===== src/sv/mlm_pkg.sv =====
package mlm_pkg;

  // Bus access kinds carried in the mode field of an input beat.
  typedef enum logic [1:0] {
    MODE_READ       = 2'd0,
    MODE_WRITE      = 2'd1,
    MODE_SOFT_RESET = 2'd2,
    MODE_UNUSED     = 2'd3
  } mode_t;

  // Where the data of a read access comes from.
  typedef enum logic [1:0] {
    SRC_NONE    = 2'd0,
    SRC_SCRATCH = 2'd1,
    SRC_OPEN    = 2'd2,
    SRC_ROM     = 2'd3
  } read_src_t;

  localparam int unsigned SCRATCH_DEPTH = 4;
  localparam int unsigned SCRATCH_IDX_W = $clog2(SCRATCH_DEPTH);
  localparam int unsigned SCRATCH_W     = 4;
  localparam int unsigned PRG_OUT_W     = 6;
  localparam int unsigned CHR_W         = 7;

  // Address decode constants.
  localparam logic [3:0] EXP_PAGE      = 4'h5;  // $5000-$5FFF
  localparam logic [4:0] SCRATCH_PAGE  = 5'h0B; // $5800-$5FFF, address[15:11]
  localparam int unsigned SCRATCH_SEL_BIT = 11;
  localparam int unsigned ROM_SEL_BIT  = 15;
  localparam int unsigned LOCK_BIT     = 8;
  localparam int unsigned PRG16_BIT    = 7;
  localparam int unsigned DIP_EN_BIT   = 6;
  localparam int unsigned MIRROR_BIT   = 7;

  // One decoded bus access, as seen by the banking logic.
  typedef struct packed {
    logic        latch_wr;
    logic        soft_rst;
    logic [15:0] address;
    logic [7:0]  data;
  } bank_cmd_t;

  // Banking state after the current access has been applied.
  typedef struct packed {
    logic [PRG_OUT_W-1:0] prg_low;
    logic [PRG_OUT_W-1:0] prg_high;
    logic [CHR_W-1:0]     chr_bank;
    logic                 horiz_mirror;
    logic                 locked;
    logic                 dip_en;
  } bank_view_t;

endpackage


===== src/sv/mlm_if.sv =====
interface mlm_in_if;
  logic        valid;
  logic        ready;
  logic [1:0]  mode;
  logic [15:0] address;
  logic [7:0]  write_data;

  modport source (output valid, mode, address, write_data, input ready);
  modport sink   (input valid, mode, address, write_data, output ready);
endinterface

interface mlm_out_if;
  logic        valid;
  logic        ready;
  logic [1:0]  read_source;
  logic [3:0]  read_data;
  logic [15:0] rom_read_address;
  logic [5:0]  prg_bank_low;
  logic [5:0]  prg_bank_high;
  logic [6:0]  chr_bank;
  logic        mirror_horizontal;
  logic        locked;

  modport source (output valid, read_source, read_data, rom_read_address, prg_bank_low,
                  prg_bank_high, chr_bank, mirror_horizontal, locked, input ready);
  modport sink   (input valid, read_source, read_data, rom_read_address, prg_bank_low,
                  prg_bank_high, chr_bank, mirror_horizontal, locked, output ready);
endinterface

interface mlm_cfg_if;
  logic       valid;
  logic       ready;
  logic [3:0] dip_value;

  modport source (output valid, dip_value, input ready);
  modport sink   (input valid, dip_value, output ready);
endinterface


===== src/sv/mlm_bank.sv =====
module mlm_bank #(
  parameter int unsigned PRG_BANK_BITS = 6
) (
  input  logic                  clk,
  input  logic                  rst_n,
  input  mlm_pkg::bank_cmd_t    cmd,
  output mlm_pkg::bank_view_t   view
);

  logic [PRG_BANK_BITS-1:0] bank_lo_r, bank_lo_nxt;
  logic [PRG_BANK_BITS-1:0] bank_hi_r, bank_hi_nxt;
  logic [4:0]               chr_up_r, chr_up_nxt;
  logic [1:0]               data_lo_r, data_lo_nxt;
  logic                     lock_r, lock_nxt;
  logic                     mirror_r, mirror_nxt;
  logic                     dip_en_r, dip_en_nxt;
  logic [PRG_BANK_BITS-1:0] sel_bank;

  assign sel_bank = cmd.address[PRG_BANK_BITS-1:0];

  always_comb begin
    bank_lo_nxt = bank_lo_r;
    bank_hi_nxt = bank_hi_r;
    chr_up_nxt  = chr_up_r;
    data_lo_nxt = data_lo_r;
    lock_nxt    = lock_r;
    mirror_nxt  = mirror_r;
    dip_en_nxt  = dip_en_r;
    if (cmd.soft_rst) begin
      bank_lo_nxt = '0;
      bank_hi_nxt = PRG_BANK_BITS'(1);
      chr_up_nxt  = '0;
      data_lo_nxt = '0;
      lock_nxt    = 1'b0;
      mirror_nxt  = 1'b0;
      dip_en_nxt  = 1'b0;
    end else if (cmd.latch_wr) begin
      // The latch itself always follows the write.
      data_lo_nxt = cmd.data[1:0];
      dip_en_nxt  = cmd.address[mlm_pkg::DIP_EN_BIT];
      if (!lock_r) begin
        lock_nxt   = cmd.address[mlm_pkg::LOCK_BIT];
        mirror_nxt = cmd.data[mlm_pkg::MIRROR_BIT];
        chr_up_nxt = cmd.data[6:2];
        if (cmd.address[mlm_pkg::PRG16_BIT]) begin
          bank_lo_nxt = sel_bank;
          bank_hi_nxt = sel_bank;
        end else begin
          bank_lo_nxt = sel_bank & ~PRG_BANK_BITS'(1);
          bank_hi_nxt = sel_bank | PRG_BANK_BITS'(1);
        end
      end
    end
  end

  always_ff @(posedge clk) begin
    if (!rst_n) begin
      bank_lo_r <= '0;
      bank_hi_r <= PRG_BANK_BITS'(1);
      chr_up_r  <= '0;
      data_lo_r <= '0;
      lock_r    <= 1'b0;
      mirror_r  <= 1'b0;
      dip_en_r  <= 1'b0;
    end else begin
      bank_lo_r <= bank_lo_nxt;
      bank_hi_r <= bank_hi_nxt;
      chr_up_r  <= chr_up_nxt;
      data_lo_r <= data_lo_nxt;
      lock_r    <= lock_nxt;
      mirror_r  <= mirror_nxt;
      dip_en_r  <= dip_en_nxt;
    end
  end

  logic [7:0] bank_lo_ext;
  logic [7:0] bank_hi_ext;

  assign bank_lo_ext = 8'(bank_lo_nxt);
  assign bank_hi_ext = 8'(bank_hi_nxt);

  // The view reflects the state after this access; dip_en is the value in
  // force before it, which is what a read sees (reads never change it).
  always_comb begin
    view.prg_low      = bank_lo_ext[mlm_pkg::PRG_OUT_W-1:0];
    view.prg_high     = bank_hi_ext[mlm_pkg::PRG_OUT_W-1:0];
    view.chr_bank     = {chr_up_nxt, data_lo_nxt};
    view.horiz_mirror = mirror_nxt;
    view.locked       = lock_nxt;
    view.dip_en       = dip_en_r;
  end

endmodule


===== src/sv/mlm_scratch.sv =====
module mlm_scratch (
  input  logic                              clk,
  input  logic                              rst_n,
  input  logic                              wr_en,
  input  logic [mlm_pkg::SCRATCH_IDX_W-1:0] idx,
  input  logic [mlm_pkg::SCRATCH_W-1:0]     wdata,
  output logic [mlm_pkg::SCRATCH_W-1:0]     rdata
);

  logic [mlm_pkg::SCRATCH_W-1:0] regs_r [mlm_pkg::SCRATCH_DEPTH];

  // Only a hard reset clears the scratch registers.
  always_ff @(posedge clk) begin
    if (!rst_n) begin
      for (int i = 0; i < mlm_pkg::SCRATCH_DEPTH; i++) begin
        regs_r[i] <= '0;
      end
    end else if (wr_en) begin
      regs_r[idx] <= wdata;
    end
  end

  assign rdata = regs_r[idx];

endmodule


===== src/sv/multicart_address_latch_mapper_top.sv =====
// Multicart address-latch mapper. Each input beat is one CPU bus access
// (read, write or soft reset) and produces exactly one result beat that
// carries the read decode (scratch register, open bus or program ROM, with
// the DIP value substituted into the low ROM address nibble when latched
// address bit 6 is set) together with the banking state in force after the
// access. The block takes one beat per clock: the decode and banking update
// are a single level of logic feeding one output register, so the result of
// an access is presented in the cycle after it is accepted, and a new access is
// accepted in that same cycle whenever the output register is empty or being
// drained. The DIP value is written through the configuration channel, which
// is always ready. rst_n is a hard reset and also clears the scratch
// registers; a soft reset access clears only the latch, lock and banking.
module multicart_address_latch_mapper_top #(
  parameter int unsigned PRG_BANK_BITS = 6
) (
  input  logic          clk,
  input  logic          rst_n,
  mlm_in_if.sink        in_bus,
  mlm_out_if.source     out_bus,
  mlm_cfg_if.sink       cfg_bus
);

  // Configuration: the DIP switch value.
  logic [3:0] dip_r;

  assign cfg_bus.ready = 1'b1;

  always_ff @(posedge clk) begin
    if (!rst_n) begin
      dip_r <= '0;
    end else if (cfg_bus.valid) begin
      dip_r <= cfg_bus.dip_value;
    end
  end

  // Input handshake. The output register is refilled in the same cycle it
  // drains, so the block keeps one access per clock under no back-pressure.
  logic out_valid_r;
  logic accept;

  assign in_bus.ready = !out_valid_r || out_bus.ready;
  assign accept       = in_bus.valid && in_bus.ready;

  // Address decode of the current access.
  mlm_pkg::mode_t mode;
  logic           is_write;
  logic           exp_hit;
  logic           scratch_hit;
  logic           rom_hit;

  assign mode        = mlm_pkg::mode_t'(in_bus.mode);
  assign is_write    = accept && (mode == mlm_pkg::MODE_WRITE);
  assign exp_hit     = in_bus.address[15:12] == mlm_pkg::EXP_PAGE;
  assign scratch_hit = in_bus.address[15:11] == mlm_pkg::SCRATCH_PAGE;
  assign rom_hit     = in_bus.address[mlm_pkg::ROM_SEL_BIT];

  mlm_pkg::bank_cmd_t  cmd;
  mlm_pkg::bank_view_t view;

  always_comb begin
    cmd.latch_wr = is_write && rom_hit;
    cmd.soft_rst = accept && (mode == mlm_pkg::MODE_SOFT_RESET);
    cmd.address  = in_bus.address;
    cmd.data     = in_bus.write_data;
  end

  mlm_bank #(
    .PRG_BANK_BITS (PRG_BANK_BITS)
  ) u_bank (
    .clk   (clk),
    .rst_n (rst_n),
    .cmd   (cmd),
    .view  (view)
  );

  logic [mlm_pkg::SCRATCH_W-1:0] scratch_rdata;

  mlm_scratch u_scratch (
    .clk   (clk),
    .rst_n (rst_n),
    .wr_en (is_write && scratch_hit),
    .idx   (in_bus.address[mlm_pkg::SCRATCH_IDX_W-1:0]),
    .wdata (in_bus.write_data[mlm_pkg::SCRATCH_W-1:0]),
    .rdata (scratch_rdata)
  );

  // Read decode. Only a read access reports a source; everything else
  // reports no read with zero data and address.
  mlm_pkg::read_src_t src_nxt;
  logic [3:0]         rdata_nxt;
  logic [15:0]        raddr_nxt;

  always_comb begin
    src_nxt   = mlm_pkg::SRC_NONE;
    rdata_nxt = '0;
    raddr_nxt = '0;
    if (mode == mlm_pkg::MODE_READ) begin
      if (exp_hit) begin
        if (in_bus.address[mlm_pkg::SCRATCH_SEL_BIT]) begin
          src_nxt   = mlm_pkg::SRC_SCRATCH;
          rdata_nxt = scratch_rdata;
        end else begin
          src_nxt = mlm_pkg::SRC_OPEN;
        end
      end else if (rom_hit) begin
        src_nxt   = mlm_pkg::SRC_ROM;
        raddr_nxt = view.dip_en ? {in_bus.address[15:4], dip_r} : in_bus.address;
      end
    end
  end

  // Output register.
  mlm_pkg::read_src_t src_r;
  logic [3:0]         rdata_r;
  logic [15:0]        raddr_r;
  logic [5:0]         prg_lo_r;
  logic [5:0]         prg_hi_r;
  logic [6:0]         chr_r;
  logic               mirror_r;
  logic               locked_r;

  always_ff @(posedge clk) begin
    if (!rst_n) begin
      out_valid_r <= 1'b0;
    end else if (accept) begin
      out_valid_r <= 1'b1;
    end else if (out_bus.ready) begin
      out_valid_r <= 1'b0;
    end
  end

  always_ff @(posedge clk) begin
    if (accept) begin
      src_r    <= src_nxt;
      rdata_r  <= rdata_nxt;
      raddr_r  <= raddr_nxt;
      prg_lo_r <= view.prg_low;
      prg_hi_r <= view.prg_high;
      chr_r    <= view.chr_bank;
      mirror_r <= view.horiz_mirror;
      locked_r <= view.locked;
    end
  end

  assign out_bus.valid             = out_valid_r;
  assign out_bus.read_source       = src_r;
  assign out_bus.read_data         = rdata_r;
  assign out_bus.rom_read_address  = raddr_r;
  assign out_bus.prg_bank_low      = prg_lo_r;
  assign out_bus.prg_bank_high     = prg_hi_r;
  assign out_bus.chr_bank          = chr_r;
  assign out_bus.mirror_horizontal = mirror_r;
  assign out_bus.locked            = locked_r;

`ifndef SYNTH
  // Every accepted access leaves a result in the output register.
  a_accept_fills: assert property (@(posedge clk) disable iff (!rst_n)
    accept |=> out_bus.valid)
    else $error("accepted access produced no result beat");

  // A soft reset always unlocks and reports no read.
  a_soft_reset: assert property (@(posedge clk) disable iff (!rst_n)
    (accept && in_bus.mode == mlm_pkg::MODE_SOFT_RESET) |=>
      (!out_bus.locked && out_bus.read_source == mlm_pkg::SRC_NONE
       && out_bus.rom_read_address == 16'h0000))
    else $error("soft reset result carries lock or read data");

  // Non-read accesses never report read data.
  a_no_read_data: assert property (@(posedge clk) disable iff (!rst_n)
    (accept && in_bus.mode != mlm_pkg::MODE_READ) |=>
      (out_bus.read_source == mlm_pkg::SRC_NONE && out_bus.read_data == 4'h0))
    else $error("non-read access reported a read source");

  // While locked, a write to the latch cannot move the PRG banks.
  a_lock_holds: assert property (@(posedge clk) disable iff (!rst_n)
    (accept && out_valid_r && out_bus.locked && in_bus.mode == mlm_pkg::MODE_WRITE) |=>
      ($stable(prg_lo_r) && $stable(prg_hi_r) && out_bus.locked))
    else $error("banking changed while locked");
`endif

endmodule


===== src/flat_wrapper.sv =====
// flat-port wrapper written by rule: the top's interface ports become plain ports
module multicart_address_latch_mapper_top_flat 
#(
  parameter int unsigned PRG_BANK_BITS = 6
)
  (clk, rst_n, in_bus_valid, in_bus_mode, in_bus_address, in_bus_write_data, in_bus_ready, out_bus_valid, out_bus_read_source, out_bus_read_data, out_bus_rom_read_address, out_bus_prg_bank_low, out_bus_prg_bank_high, out_bus_chr_bank, out_bus_mirror_horizontal, out_bus_locked, out_bus_ready, cfg_bus_valid, cfg_bus_dip_value, cfg_bus_ready);
  mlm_in_if in_bus_i ();
  mlm_out_if out_bus_i ();
  mlm_cfg_if cfg_bus_i ();
  input  logic clk;
  input  logic rst_n;
  input wire logic [$bits(in_bus_i.valid)-1:0] in_bus_valid;
  input wire logic [$bits(in_bus_i.mode)-1:0] in_bus_mode;
  input wire logic [$bits(in_bus_i.address)-1:0] in_bus_address;
  input wire logic [$bits(in_bus_i.write_data)-1:0] in_bus_write_data;
  output wire logic [$bits(in_bus_i.ready)-1:0] in_bus_ready;
  output wire logic [$bits(out_bus_i.valid)-1:0] out_bus_valid;
  output wire logic [$bits(out_bus_i.read_source)-1:0] out_bus_read_source;
  output wire logic [$bits(out_bus_i.read_data)-1:0] out_bus_read_data;
  output wire logic [$bits(out_bus_i.rom_read_address)-1:0] out_bus_rom_read_address;
  output wire logic [$bits(out_bus_i.prg_bank_low)-1:0] out_bus_prg_bank_low;
  output wire logic [$bits(out_bus_i.prg_bank_high)-1:0] out_bus_prg_bank_high;
  output wire logic [$bits(out_bus_i.chr_bank)-1:0] out_bus_chr_bank;
  output wire logic [$bits(out_bus_i.mirror_horizontal)-1:0] out_bus_mirror_horizontal;
  output wire logic [$bits(out_bus_i.locked)-1:0] out_bus_locked;
  input wire logic [$bits(out_bus_i.ready)-1:0] out_bus_ready;
  input wire logic [$bits(cfg_bus_i.valid)-1:0] cfg_bus_valid;
  input wire logic [$bits(cfg_bus_i.dip_value)-1:0] cfg_bus_dip_value;
  output wire logic [$bits(cfg_bus_i.ready)-1:0] cfg_bus_ready;
  assign in_bus_i.valid = in_bus_valid;
  assign in_bus_i.mode = in_bus_mode;
  assign in_bus_i.address = in_bus_address;
  assign in_bus_i.write_data = in_bus_write_data;
  assign in_bus_ready = in_bus_i.ready;
  assign out_bus_valid = out_bus_i.valid;
  assign out_bus_read_source = out_bus_i.read_source;
  assign out_bus_read_data = out_bus_i.read_data;
  assign out_bus_rom_read_address = out_bus_i.rom_read_address;
  assign out_bus_prg_bank_low = out_bus_i.prg_bank_low;
  assign out_bus_prg_bank_high = out_bus_i.prg_bank_high;
  assign out_bus_chr_bank = out_bus_i.chr_bank;
  assign out_bus_mirror_horizontal = out_bus_i.mirror_horizontal;
  assign out_bus_locked = out_bus_i.locked;
  assign out_bus_i.ready = out_bus_ready;
  assign cfg_bus_i.valid = cfg_bus_valid;
  assign cfg_bus_i.dip_value = cfg_bus_dip_value;
  assign cfg_bus_ready = cfg_bus_i.ready;
  multicart_address_latch_mapper_top #(.PRG_BANK_BITS(PRG_BANK_BITS)) u_core (.clk(clk), .rst_n(rst_n), .in_bus(in_bus_i), .out_bus(out_bus_i), .cfg_bus(cfg_bus_i));
endmodule

===== config.mk =====
export PLATFORM = sky130hd
export DESIGN_NAME = multicart_address_latch_mapper_top_flat
export DESIGN_NICKNAME = d
export VERILOG_FILES = /design/src/sv/mlm_pkg.sv /design/src/sv/mlm_if.sv /design/src/sv/mlm_bank.sv /design/src/sv/mlm_scratch.sv /design/src/sv/multicart_address_latch_mapper_top.sv /design/src/flat_wrapper.sv
export SDC_FILE = /design/constraint.sdc
export NUM_CORES = 1
export LEC_CHECK = 0
export ABC_AREA = 1
export BUFFER_PORTS_ARGS = -buffer_cell sky130_fd_sc_hd__buf_4
export CAP_MARGIN = 5
export CORE_MARGIN = 2
export CORE_UTILIZATION = 54
export DETAILED_ROUTE_END_ITERATION = 7
export PLACE_DENSITY = 0.8
export SLEW_MARGIN = 5
export SYNTH_ARGS = -nofsm -noshare
export SYNTH_HDL_FRONTEND = slang
export SYNTH_SLANG_ARGS = --single-unit

===== constraint.sdc =====
create_clock -name clk -period 2.6 [get_ports clk]
set_clock_uncertainty 0.2 [all_clocks]
set_input_delay 0.52 -clock clk [delete_from_list [all_inputs] [get_ports clk]]
set_output_delay 0.52 -clock clk [all_outputs]
set_load 0.05 [all_outputs]

# [After elaboration in Yosys (flattened, before gate mapping)]
# Memory sizes are Yosys's and may differ from the RTL's. A register that Yosys moved wholly into a read port is not among the register bits.
# Cells that the tools add are included.
[word_totals] ff_bits=66 ramBits=16 out_inout_bits=46 elab_cells=70 n_memories=1
[classes] n_eq_ne=4 n_mux=32 bitwise=3 n_reduce_logical=14
[mem_list] memory="u_core.u_scratch.regs_r" words=4 width=4 rd=1 rd_clocked_by_memory_dff=1 write_ports=4 line_no="mlm_scratch.sv:10" rtl="logic [mlm_pkg::SCRATCH_W-1:0] regs_r [mlm_pkg::SCRATCH_DEPTH];"
[ops] op="6-bit 2-to-1 mux" n=6
[ops] op="1-bit 2-to-1 mux" n=15
[ops] op="5-bit 2-to-1 mux" n=3
[ops] op="2-bit 2-to-1 mux" n=6
[ops] op="4-bit 2-to-1 mux" n=2
[ops] op="5-bit by 4-bit equality test with 1-bit output, second input constant" n=1
[ops] op="1-bit logical AND" n=5
[ops] op="4-bit by 3-bit equality test with 1-bit output, second input constant" n=1
[ops] op="4-bit OR reduction" n=1
[ops] op="1-bit NOT" n=3
[ops] op="3-bit AND reduction" n=1
[ops] op="3-bit OR reduction" n=1
[ops] op="2-bit by 1-bit equality test with 1-bit output, second input constant" n=1
[ops] op="2-bit equality test, second input constant" n=1
[ops] op="1-bit zero test" n=2
[ops] op="2-bit zero test" n=1
[ops] op="2-bit nonzero test" n=1
[ops] op="2-bit OR reduction" n=1
[ops] op="1-bit logical OR" n=1

# [Longest topological paths before layout]
# Gate-level depths: netlist of run 1.
[logic_depth] word_depth=10 ltp_mapped=8 mapped_depth_nobuf=8

# [By module]
# Synthesis of run 1 repeated with hierarchy kept, for this count alone.
[hier_totals] hier_cells=366 area_unflattened_um2=3550.9
[modules_own_cells] mod="multicart_address_latch_mapper_top" n_inst=1 cells_each=131 area_each_um2=1773.0
[modules_own_cells] mod="mlm_bank" n_inst=1 cells_each=141 area_each_um2=973.4
[modules_own_cells] mod="mlm_scratch" n_inst=1 cells_each=94 area_each_um2=804.5

# [Worst setup path before layout of run 1]
# No wires, ideal clock.
[synth_path] path_kind="input port to flip-flop" start="in out_bus_ready" end="reg u_core.chr_r[0] (netlist: u_core.out_bus.chr_bank[0]) (data pin)" t_arrival_ps=2019 required_time_ps=2148 slack_ps=129 stages=6 n_path_buf=1 cell_sequence="inv_1 > a21oi_4 > nand3_2 > buf_4 > nand3_1 > inv_1"
[synth_between] elab_chain_cells=6
[synth_rtl] item="from (decl)" line_no="flat_wrapper.sv:26" rtl="input wire logic [$bits(out_bus_i.ready)-1:0] out_bus_ready;"
[synth_rtl] item="1-bit logical OR *" line_no="multicart_address_latch_mapper_top.sv:41" rtl="assign in_bus.ready = !out_valid_r || out_bus.ready;"
[synth_rtl] item="1-bit logical AND *" line_no="multicart_address_latch_mapper_top.sv:42" rtl="assign accept = in_bus.valid && in_bus.ready;"
[synth_rtl] item="via u_core.accept" line_no="multicart_address_latch_mapper_top.sv:39" rtl="logic accept;"
[synth_rtl] item="1-bit logical AND" line_no="multicart_address_latch_mapper_top.sv:52" rtl="assign is_write = accept && (mode == mlm_pkg::MODE_WRITE);"
[synth_rtl] item="1-bit logical AND" line_no="multicart_address_latch_mapper_top.sv:61" rtl="cmd.latch_wr = is_write && rom_hit;"
[synth_rtl] item="2-bit 2-to-1 mux" line_no="mlm_bank.sv:37" rtl="end else if (cmd.latch_wr) begin"
[synth_rtl] item="2-bit 2-to-1 mux *" line_no="mlm_bank.sv:29" rtl="if (cmd.soft_rst) begin"
[synth_rtl] item="via u_core.u_bank.data_lo_nxt[0]" line_no="mlm_bank.sv:13" rtl="logic [1:0] data_lo_r, data_lo_nxt;"
[synth_rtl] item="to (signal assigned)" line_no="multicart_address_latch_mapper_top.sv:139" rtl="chr_r <= view.chr_bank;"
[synth_rtl] item="to (decl)" line_no="multicart_address_latch_mapper_top.sv:118" rtl="logic [6:0] chr_r;"
# Mark *: on every way through the listed nets, which the timed path passes. The rest lies on a longest branch.
# A chain may end at the register's enable or synchronous reset.

# [Worst setup path in the final report of run 1]
[layout_path] start="reg u_core.out_valid_r (netlist: u_core.out_bus.valid)" end="out in_bus_ready"
[layout_between] elab_chain_cells=2
[layout_rtl] item="from (decl)" line_no="multicart_address_latch_mapper_top.sv:38" rtl="logic out_valid_r;"
[layout_rtl] item="from (signal assigned)" line_no="multicart_address_latch_mapper_top.sv:124" rtl="out_valid_r <= 1'b0;"
[layout_rtl] item="from (signal assigned)" line_no="multicart_address_latch_mapper_top.sv:126" rtl="out_valid_r <= 1'b1;"
[layout_rtl] item="from (signal assigned)" line_no="multicart_address_latch_mapper_top.sv:128" rtl="out_valid_r <= 1'b0;"
[layout_rtl] item="1-bit zero test" line_no="multicart_address_latch_mapper_top.sv:41"
[layout_rtl] item="1-bit logical OR" line_no="multicart_address_latch_mapper_top.sv:41"
[layout_rtl] item="to (decl)" line_no="flat_wrapper.sv:16" rtl="output wire logic [$bits(in_bus_i.ready)-1:0] in_bus_ready;"
# Every way passes these cells.

==> results.sh, run 1 <==
export IMPL_drtIter0Drc=228
export IMPL_finalHoldViolations=0
export IMPL_status="completed"
export IMPL_yosysTopAreaCell="edfxtp_1"
export IMPL_drive_gt1_share_pct=24.1
export IMPL_hold_path_startpoint="cfg_bus_dip_value[0]"
export IMPL_r2r_end="u_core.u_scratch.regs_r[2][2]"
export IMPL_p_per_area_mw_per_mm2=669
export IMPL_synth_top_family_by_area="simple AND/OR/NAND/NOR gates"
export IMPL_grt_overflow=0
export IMPL_r2r_worst_path_cells=5
export IMPL_fmax_mhz=522
export IMPL_synth_cells=385
export IMPL_synth_most_common_cell="nand2_1"
export IMPL_drt_vias_per_instance=5.43
export IMPL_placed_cells=530
export IMPL_area_growth_syn_to_layout_pct=23.9
export IMPL_critPathMaxStageDelay_ns=0.42
export IMPL_fin_util_pct=70.0
export IMPL_track_usage_pct=23.8
export IMPL_cts_setup_buffers=0
export IMPL_yosysWarnings=0
export IMPL_fin_nets=499
export IMPL_p_total_uw=3000
export IMPL_vdd_drop_max_uv=537
export IMPL_holdPathStages=3
export IMPL_cts_tree="done"
export IMPL_antenna_cells=0
export IMPL_initial_utilization_pct=56.5
export IMPL_antenna_left=0
export IMPL_syn_num_nets=420
export IMPL_synth_main_ff_cell="edfxtp_1"
export IMPL_critical_path_class="reg2out"
export IMPL_fin_crit_sh_pct=73.7
export IMPL_p_sw_uw=793
export IMPL_netlist_area_mm2=0.00363
export IMPL_p_seq_share_pct=51.3
export IMPL_fin_tns_setup_ns=0
export IMPL_io_buffers=79
export IMPL_worstSetupStartpoint="u_core.out_bus.valid"
export IMPL_end_kind="output pin"
export IMPL_synthAdderAreaFrac_pct=0
export IMPL_grt_pass1_vias=2801
export IMPL_p_leak_uw=0.00203
export IMPL_p_int_uw=2210
export IMPL_worstHoldPathType="in2reg"
export IMPL_slew_viol_final=0
export IMPL_core_area_mm2=0.00642
export IMPL_ys_seq_area_share_pct=63.8
export IMPL_clk_pin_slew_ns=0.08
export IMPL_synth_xor_area_share_pct=0
export IMPL_clockPowerShare_pct=35.3
export IMPL_synth_edf_count=59
export IMPL_cap_viol_max_count=0
export IMPL_ys_seq_elements=86
export IMPL_cts_inserted_buffers=9
export IMPL_cts_hold_buf=0
export IMPL_worstPathArrival_ns=1.20
export IMPL_clock_sinks=86
export IMPL_insertion_delay_ns=0.36
export IMPL_ys_types=26
export IMPL_drc=0
export IMPL_grt_max_degree=36
export IMPL_dp_hpwl_um=5890
export IMPL_synth_async_reset_ratio_pct=0
export IMPL_wl_per_cell_um=15.3
export IMPL_cts_resized=0
export IMPL_clock_path_buffers=2
export IMPL_dieHeight_um=85.9
export IMPL_synthSimpleGateAreaFrac_pct=20.8
export IMPL_cp_slowest_cell="dfxtp_1"
export IMPL_setup_viol=0
export IMPL_synthDominantCellAreaShare_pct=48.9
export IMPL_final_cells=546
export IMPL_cp_cell_sequence="nand2_1 -> buf_4"
export IMPL_antenna_found_initial=0
export IMPL_synth_compound_area_share_pct=8.45
export IMPL_whs_ns=0.193
export IMPL_start_kind="flop"
export IMPL_rrSetupSlack_ns=0.72
export IMPL_sw_frac_of_total_pct=26.4
export IMPL_required_ns=1.88
export IMPL_core_rowCount=29
export IMPL_synthTopCellsByArea="edfxtp_1 (49%), dfxtp_1 (15%), nand2_1 (9.4%)"
export IMPL_first_pass_iters=5
export IMPL_route_vias_total=2965
export IMPL_period_minus_slack_ns=1.92
export IMPL_cts_htree_levels=3
export IMPL_rsz0062_at_grt="no"
export IMPL_cts_root_buf="clkbuf_8"
export IMPL_die_x_um=85.9
export IMPL_r2r_start="u_core.out_bus.valid"
export IMPL_dieArea_mm2=0.00739
export IMPL_grt_pass1_wl_um=13500
export IMPL_min_to="u_core.dip_r[0]"
export IMPL_critical_path_max_fanout=5
export IMPL_muxShareOfSynthArea_pct=0
export IMPL_syn_avg_cell_area_um2=9.42
export IMPL_place_congestion=0.783
export IMPL_pwr_share_comb_pct=13.4
export IMPL_ioPinCount=81
export IMPL_wl_um=8360
export IMPL_synth_top_cells_by_count="nand2_1 (91), nor2_1 (61), edfxtp_1 (59)"
## flip-flops by register name (all words and copies together) (netlist names)
| signal | count |
|---|---|
| u_core.u_bank.data_lo_r | 2 |
| u_core.out_bus.valid | 1 |
| u_core.u_bank.chr_up_r | 5 |
| u_core.dip_r | 4 |
| u_core.u_bank.mirror_r | 1 |
| u_core.out_bus.mirror_horizontal | 1 |
| u_core.out_bus.prg_bank_high | 6 |
| u_core.u_bank.dip_en_r | 1 |
| u_core.u_bank.bank_hi_r | 6 |
| u_core.out_bus.chr_bank | 7 |
| u_core.out_bus.rom_read_address | 16 |
| u_core.out_bus.read_data | 4 |
| u_core.out_bus.locked | 1 |
| u_core.u_scratch.regs_r | 16 |
| u_core.out_bus.read_source | 2 |
| u_core.u_bank.lock_r | 1 |
| u_core.u_bank.bank_lo_r | 6 |
| u_core.out_bus.prg_bank_low | 6 |
## area by class of cell
class                   instances  area, um2
clock inverters                 6       93.8
flip-flops and latches         86       2310
well taps                      77       96.3
repair buffers                 83        623
multi-input cells             240       1070
fillers                       495       1930
clock buffers                  10        138
inverters                      44        165
## power groups by stage
stage | Combinational [uW] | Sequential [uW] | Clock, uW
finish | 403 | 1540 | 1060
global route | 428 | 1550 | 1130
CTS | 402 | 1540 | 1080
detailed placement | 401 | 1570 | 0
global placement | 395 | 1570 | 0
floorplan | 120 | 1710 | 0
## how the worst max path moves through the flow
stage	depth (start not counted)	slack (ns)	endpoint
floorplan	6	0.13	u_core.out_bus.chr_bank[0]
global placement	6	0.50	u_core.u_scratch.regs_r[2][0]
detailed placement	7	0.42	u_core.u_scratch.regs_r[2][2]
CTS	2	0.69	in_bus_ready
global route	5	0.57	u_core.u_scratch.regs_r[2][2]
finish	2	0.68	in_bus_ready
## stage by stage
step | worst slack, ns | instance area [um2]
6_report | 0.684 | 4490
3_5_place_dp | 0.416 | 4260
3_3_place_gp | 0.500 | 4260
5_1_grt | 0.573 | 4490
4_1_cts | 0.685 | 4490
2_1_floorplan | 0.129 | 3630
## metal layers
layer  vias up  routed length, um  GRT usage, %  share of wire (%)
met2       158               3900          37.5                 47
met5         -                  0             0                  0
met3        14                648          5.58                7.8
met4         0                136          8.23                1.6
li1       1421                  -             -                  -
met1      1372               3670          32.5                 44
## worst max-delay path, delay by kind of cell, from the launching register on
kind,cells,cell delay [ns]
buf+inv,1,0.24
flops,1,0.42
simple gates,1,0.19
## cell usage in the layout, fill, tap and decap left out
cell	synthesis	layout
a21oi_1	32	32
nor2_1	61	61
conb_1	1	1
buf_4	5	83
inv_8	0	1
clkinv_2	0	1
nand3_1	10	10
inv_2	6	6
clkinv_1	1	1
nor2_2	2	2
or2_2	1	1
nand3_2	1	1
nand2_2	1	1
clkinv_4	0	2
bufinv_16	0	2
inv_1	37	37
dfxtp_1	27	27
a21oi_4	1	1
nand2_1	91	91
nor2_4	1	1
o21ai_0	19	19
o21ai_1	1	1
clkbuf_8	0	10
nand4_1	9	9
edfxtp_1	59	59
nand4_2	1	1
nor3_1	4	4
a22oi_1	4	4
## cells by family after synthesis
| kind of cell | Yosys count |
|---|---|
| flops | 86 |
| simple gates | 182 |
| buf+inv | 59 |
| other cells | 1 |
| compound gates | 57 |
(Power assumes the default switching activity.)
==> run 2, diff against run 1 <==
Settings changed: ABC_AREA 1 to 0.
Clock period 2.6 ns to 1.8 ns, I/O delays scaled along.
==> results.sh, run 2 <==
export IMPL_p_leak_uw=0.00208
export IMPL_drive_gt1_share_pct=50.8
export IMPL_relSlewSlack_pct=55.5
export IMPL_antenna_left=0
export IMPL_cap_viol_max_count=0
export IMPL_cp_slowest_cell="dfxtp_4"
export IMPL_grt_max_degree=44
export IMPL_placed_cells=446
export IMPL_tightestPinTransition_ns=0.666
export IMPL_ioPinCount=81
export IMPL_grt_overflow=0
export IMPL_syn_avg_cell_area_um2=12.6
export IMPL_fin_util_pct=83.2
export IMPL_antenna_found_initial=0
export IMPL_drtIter0Drc=245
export IMPL_post_dp_cell_area_mm2=0.00444
export IMPL_ys_seq_area_share_pct=63.8
export IMPL_clock_sinks=86
export IMPL_cts_htree_levels=3
export IMPL_clock_path_buffers=2
export IMPL_p_per_area_mw_per_mm2=837
export IMPL_synth_cells=288
export IMPL_end_kind="flop"
export IMPL_period_minus_slack_ns=1.92
export IMPL_critPathTopFamily="buffers and inverters"
export IMPL_final_fill_count=304
export IMPL_final_cell_mix="buf_4 (109), edfxtp_1 (59), a21oi_1 (38), dfxtp_1 (26), o31ai_4 (18)"
export IMPL_grt_pass1_wl_um=13800
export IMPL_synth_edf_count=59
export IMPL_finalHoldViolations=0
export IMPL_first_pass_iters=5
export IMPL_clk_pin_slew_ns=0.09
export IMPL_hold_path_startpoint="cfg_bus_dip_value[3]"
export IMPL_path_buf_inv=5
export IMPL_synth_async_reset_ratio_pct=0
export IMPL_synth_most_common_cell="edfxtp_1"
export IMPL_fin_area_mm2=0.00535
export IMPL_critPathMaxStageDelay_ns=0.36
export IMPL_worstHoldPathType="in2reg"
export IMPL_synth_top_family_by_area="simple AND/OR/NAND/NOR gates"
export IMPL_antenna_cells=0
export IMPL_synthDominantCellAreaShare_pct=48.9
export IMPL_place_congestion=0.891
export IMPL_cpMostUsedCell="buf_6"
export IMPL_area_growth_syn_to_layout_pct=47.5
export IMPL_yosysWarnings=0
export IMPL_insertion_delay_ns=0.36
export IMPL_track_usage_pct=24.4
export IMPL_synth_main_ff_cell="edfxtp_1"
export IMPL_drc=0
export IMPL_synth_top_cells_by_count="edfxtp_1 (59), a21oi_1 (40), dfxtp_1 (27)"
export IMPL_dieArea_mm2=0.00738
export IMPL_vdd_drop_max_uv=932
export IMPL_core_area_mm2=0.00642
export IMPL_cp_cell_sequence="nor2b_4 -> buf_6 -> inv_4 -> nand4_1 -> buf_6 -> buf_4 -> buf_12 -> nor4_4"
export IMPL_rsz0062_at_grt="yes"
export IMPL_netlist_area_mm2=0.00362
export IMPL_dieHeight_um=85.9
export IMPL_yosysTopAreaCell="edfxtp_1"
export IMPL_setup_ws_ns=-0.121
export IMPL_io_buffers=79
export IMPL_slew_viol_final=0
export IMPL_r2r_start="u_core.out_bus.valid"
export IMPL_start_kind="flop"
export IMPL_wl_per_cell_um=22.9
export IMPL_dp_hpwl_um=5640
export IMPL_multi_input_area_mm2=0.00165
export IMPL_cts_inserted_buffers=9
export IMPL_setup_viol=71
export IMPL_critical_path_class="reg2reg"
export IMPL_drt_vias_per_instance=6.46
export IMPL_violations="negative setup slack"
export IMPL_cts_root_buf="clkbuf_8"
export IMPL_synth_xor_area_share_pct=0
export IMPL_ys_types=40
export IMPL_critical_path_max_fanout=6
export IMPL_regArea_mm2=0.00232
export IMPL_final_cells=475
export IMPL_status="finished, violations left"
export IMPL_die_x_um=85.9
export IMPL_synthSimpleGateAreaFrac_pct=14.0
export IMPL_fin_nets=428
export IMPL_wl_um=10900
export IMPL_fin_crit_sh_pct=107
export IMPL_synthAdderAreaFrac_pct=0
export IMPL_worstSetupStartpoint="u_core.out_bus.valid"
export IMPL_grt_pass1_vias=2735
export IMPL_initial_utilization_pct=56.4
export IMPL_ys_seq_elements=86
export IMPL_synth_compound_area_share_pct=12.2
export IMPL_route_vias_total=3068
export IMPL_place_ws_ns=-0.282
export IMPL_core_rowCount=29
export IMPL_synthTopCellsByArea="edfxtp_1 (49%), dfxtp_1 (15%), a21oi_1 (5.5%)"
export IMPL_final_common_cell="buf_4"
export IMPL_fmax_mhz=520
export IMPL_worstPathArrival_ns=1.88
export IMPL_muxShareOfSynthArea_pct=4.70
export IMPL_required_ns=1.76
export IMPL_syn_num_nets=323
export IMPL_cts_tree="done"
==> run 2: changes by cell type after synthesis, sizes merged, moves of 7 or more <==
cell,before,now
a21oi,33,40
and3,0,11
buf,12,19
clkbuf,3,10
inv,43,7
mux2i,0,8
nand2,92,6
nand3,11,0
nor2,64,12
nor4,0,16
o21ai,20,0
o31ai,0,24
==> run 2: per-stage QoR <==
stage | TNS (ns) | hold slack (ns) | power [uW]
6_report | -1.90 | 0.0404 | 4470
5_1_grt | -6.33 | 0.0516 | 4600
4_1_cts | -8.19 | 0.0317 | 4340
3_5_place_dp | -18.77 | 0.271 | 2880
3_3_place_gp | -14.92 | 0.265 | 2870
2_1_floorplan | -16.37 | 0.253 | 2650
==> run 2: cells by family (layout without fill, tap and decap cells) <==
family                 Yosys count  count (layout)
AO/OA/AOI/OAI                   71              71
other                            1               1
multiplexers                    12              12
buffers and inverters           37             146
flip-flops                      86              86
AND/OR/NAND/NOR                 81              82
==> run 2: final cells by class <==
| cell class | count | share of cell area [%] |
|---|---|---|
| Inverter | 8 | 0.702 |
| Timing Repair Buffer | 122 | 19.2 |
| Multi-Input combinational cell | 166 | 30.9 |
| Sequential cell | 86 | 43.3 |
| Clock buffer | 12 | 3.11 |
| Tap cell | 77 | 1.80 |
| Clock inverter | 4 | 0.936 |
==> run 2: worst min-delay path: stages <==
cell,delay (ns)
buf_4,0.08
mux2i_1,0.05
nor2_1,0.08
==> run 2: per-layer routing <==
metal | wire length [um] | track usage (%) | up-vias | share of wire [%]
li1 | - | - | 1334 | -
met1 | 4390 | 33.2 | 1501 | 40
met2 | 5400 | 39.0 | 207 | 50
met3 | 886 | 5.58 | 26 | 8.1
met4 | 210 | 7.79 | 0 | 1.9
met5 | 0 | 0 | - | 0
==> run 2: power breakdown <==
part           switching, uW  leakage [uW]  internal [uW]
Combinational            508       0.00115            253
Sequential              32.1      0.000820           2190
Clock                    721      0.000112            769
Total                   1260       0.00208           3210
==> run 2: worst paths after layout <==
kind                                                 endpoint  slack (ns)  cells after the start
worst max-delay path            u_core.u_scratch.regs_r[0][3]       -0.12                      8
worst max register to register  u_core.u_scratch.regs_r[0][3]       -0.12                      8
worst min-delay path                          u_core.dip_r[3]        0.04                      3
worst min register to register      u_core.u_bank.chr_up_r[2]        0.29                      2
==> run 2: what timing repair did <==
action	4_1_cts	5_1_grt
buffers inserted	2	7
resized for setup	40	50
hold buffers	0	0
hold endpoints to repair	0	0
cloned	1	3
pin swaps	6	15
endpoints found under the setup margin	77	95
==> run 3, diff against run 2 <==
Settings changed: CORE_ASPECT_RATIO set to 0.75.
==> results.sh, run 3 (same netlist as run 2, synthesis figures left out) <==
export IMPL_area_growth_syn_to_layout_pct=36.6
export IMPL_tightestPinTransition_ns=0.566
export IMPL_antenna_found_initial=0
export IMPL_final_fill_count=372
export IMPL_ioPinCount=81
export IMPL_place_congestion=0.947
export IMPL_required_ns=1.70
export IMPL_fin_crit_sh_pct=101
export IMPL_antenna_left=0
export IMPL_violations="negative setup slack"
export IMPL_p_per_area_mw_per_mm2=931
export IMPL_critical_path_class="reg2reg"
export IMPL_vdd_drop_max_uv=446
export IMPL_drt_vias_per_instance=6.34
export IMPL_setup_viol=1
export IMPL_clock_sinks=86
export IMPL_drc=0
export IMPL_grt_pass1_wl_um=14600
export IMPL_die_x_um=98.6
export IMPL_track_usage_pct=26.1
export IMPL_critical_path_max_fanout=17
export IMPL_worstPathArrival_ns=1.71
export IMPL_antenna_cells=0
export IMPL_start_kind="flop"
export IMPL_setup_ws_ns=-0.00911
export IMPL_fin_tns_setup_ns=-0.00911
export IMPL_rsz0062_at_grt="yes"
export IMPL_cts_inserted_buffers=9
export IMPL_period_minus_slack_ns=1.81
export IMPL_finalHoldViolations=0
export IMPL_relSlewSlack_pct=61.9
export IMPL_end_kind="flop"
export IMPL_drive_gt1_share_pct=43.1
export IMPL_worstHoldPathType="in2reg"
export IMPL_fmax_mhz=553
export IMPL_placed_cells=461
export IMPL_grt_max_degree=30
export IMPL_cts_htree_levels=3
export IMPL_insertion_delay_ns=0.36
export IMPL_final_common_cell="buf_4"
export IMPL_clk_pin_slew_ns=0.09
export IMPL_initial_utilization_pct=56.8
export IMPL_status="finished, violations left"
export IMPL_grt_overflow=0
export IMPL_dieHeight_um=74.9
export IMPL_core_rowCount=25
export IMPL_first_pass_iters=5
export IMPL_dieArea_mm2=0.00739
export IMPL_cts_hold_buf=0
export IMPL_cts_root_buf="clkbuf_8"
export IMPL_p_leak_uw=0.00198
export IMPL_final_cell_mix="buf_4 (119), edfxtp_1 (59), a21oi_1 (39), dfxtp_1 (26), o31ai_1 (16)"
export IMPL_whs_ns=0.0438
export IMPL_clock_path_buffers=2
export IMPL_cap_viol_max_count=0
export IMPL_grt_pass1_vias=2881
export IMPL_fin_nets=431
export IMPL_core_area_mm2=0.00638
export IMPL_wl_um=9800
export IMPL_dp_hpwl_um=6440
export IMPL_p_total_uw=4610
export IMPL_slew_viol_final=0
export IMPL_cts_tree="done"
export IMPL_io_buffers=79
export IMPL_final_cells=482
export IMPL_drtIter0Drc=321
export IMPL_wl_per_cell_um=20.3
export IMPL_route_vias_total=3057
-- run 3: what timing repair did --
action,CTS,global route
resized for setup,8,13
cloned,0,1
buffers inserted,1,3
setup endpoints to repair,6,21
-- run 3: layout make-up --
cell class	instances	area [um2]	area share, %
inverter	8	35.0	0.708
timing repair buffer	126	1010	20.3
tap	81	101	2.05
clock inverter	5	103	2.07
clock buffer	11	153	3.08
multi-input combinational	165	1230	24.9
sequential	86	2320	46.8
-- run 3: final timing paths --
path | slack (ns) | startpoint | cells after the start | end
worst max register to register | -0.009 | u_core.u_bank.lock_r | 4 | u_core.out_bus.prg_bank_high[1]
worst min register to register | 0.29 | u_core.u_bank.bank_lo_r[1] | 2 | u_core.u_bank.bank_lo_r[1]
worst min-delay path | 0.04 | cfg_bus_dip_value[2] | 3 | u_core.dip_r[2]
worst max-delay path | -0.009 | u_core.u_bank.lock_r | 4 | u_core.out_bus.prg_bank_high[1]
-- run 3: metal layers --
layer	share of wire, %	up-vias	track usage [%]	wire length, um
li1	-	1337	-	-
met1	38	1461	32.7	3730
met2	49	231	44.1	4760
met3	12	28	7.89	1160
met4	1.6	0	9.89	153
met5	0	-	0	0
-- run 3: worst max-delay path, cell delays in order, from the launching register on --
cell       delay, ns
dfxtp_1         0.34
nand4bb_1       0.24
buf_4           0.26
o31ai_1         0.39
a21oi_1         0.14
-- run 3: where the power goes --
part / switching, uW / internal, uW
registers: 29.4 / 2190
logic: 449 / 245
clock network: 685 / 1010
total: 1160 / 3440
-- run 3: metrics by stage --
step	utilization (%)	cell area, um2	worst slack (ns)
floorplan	-	3670	-0.288
global placement	71.4	4560	-0.226
detailed placement	71.4	4560	-0.292
CTS	76.1	4860	-0.00907
global route	77.6	4950	-0.112
finish	77.6	4950	-0.00911
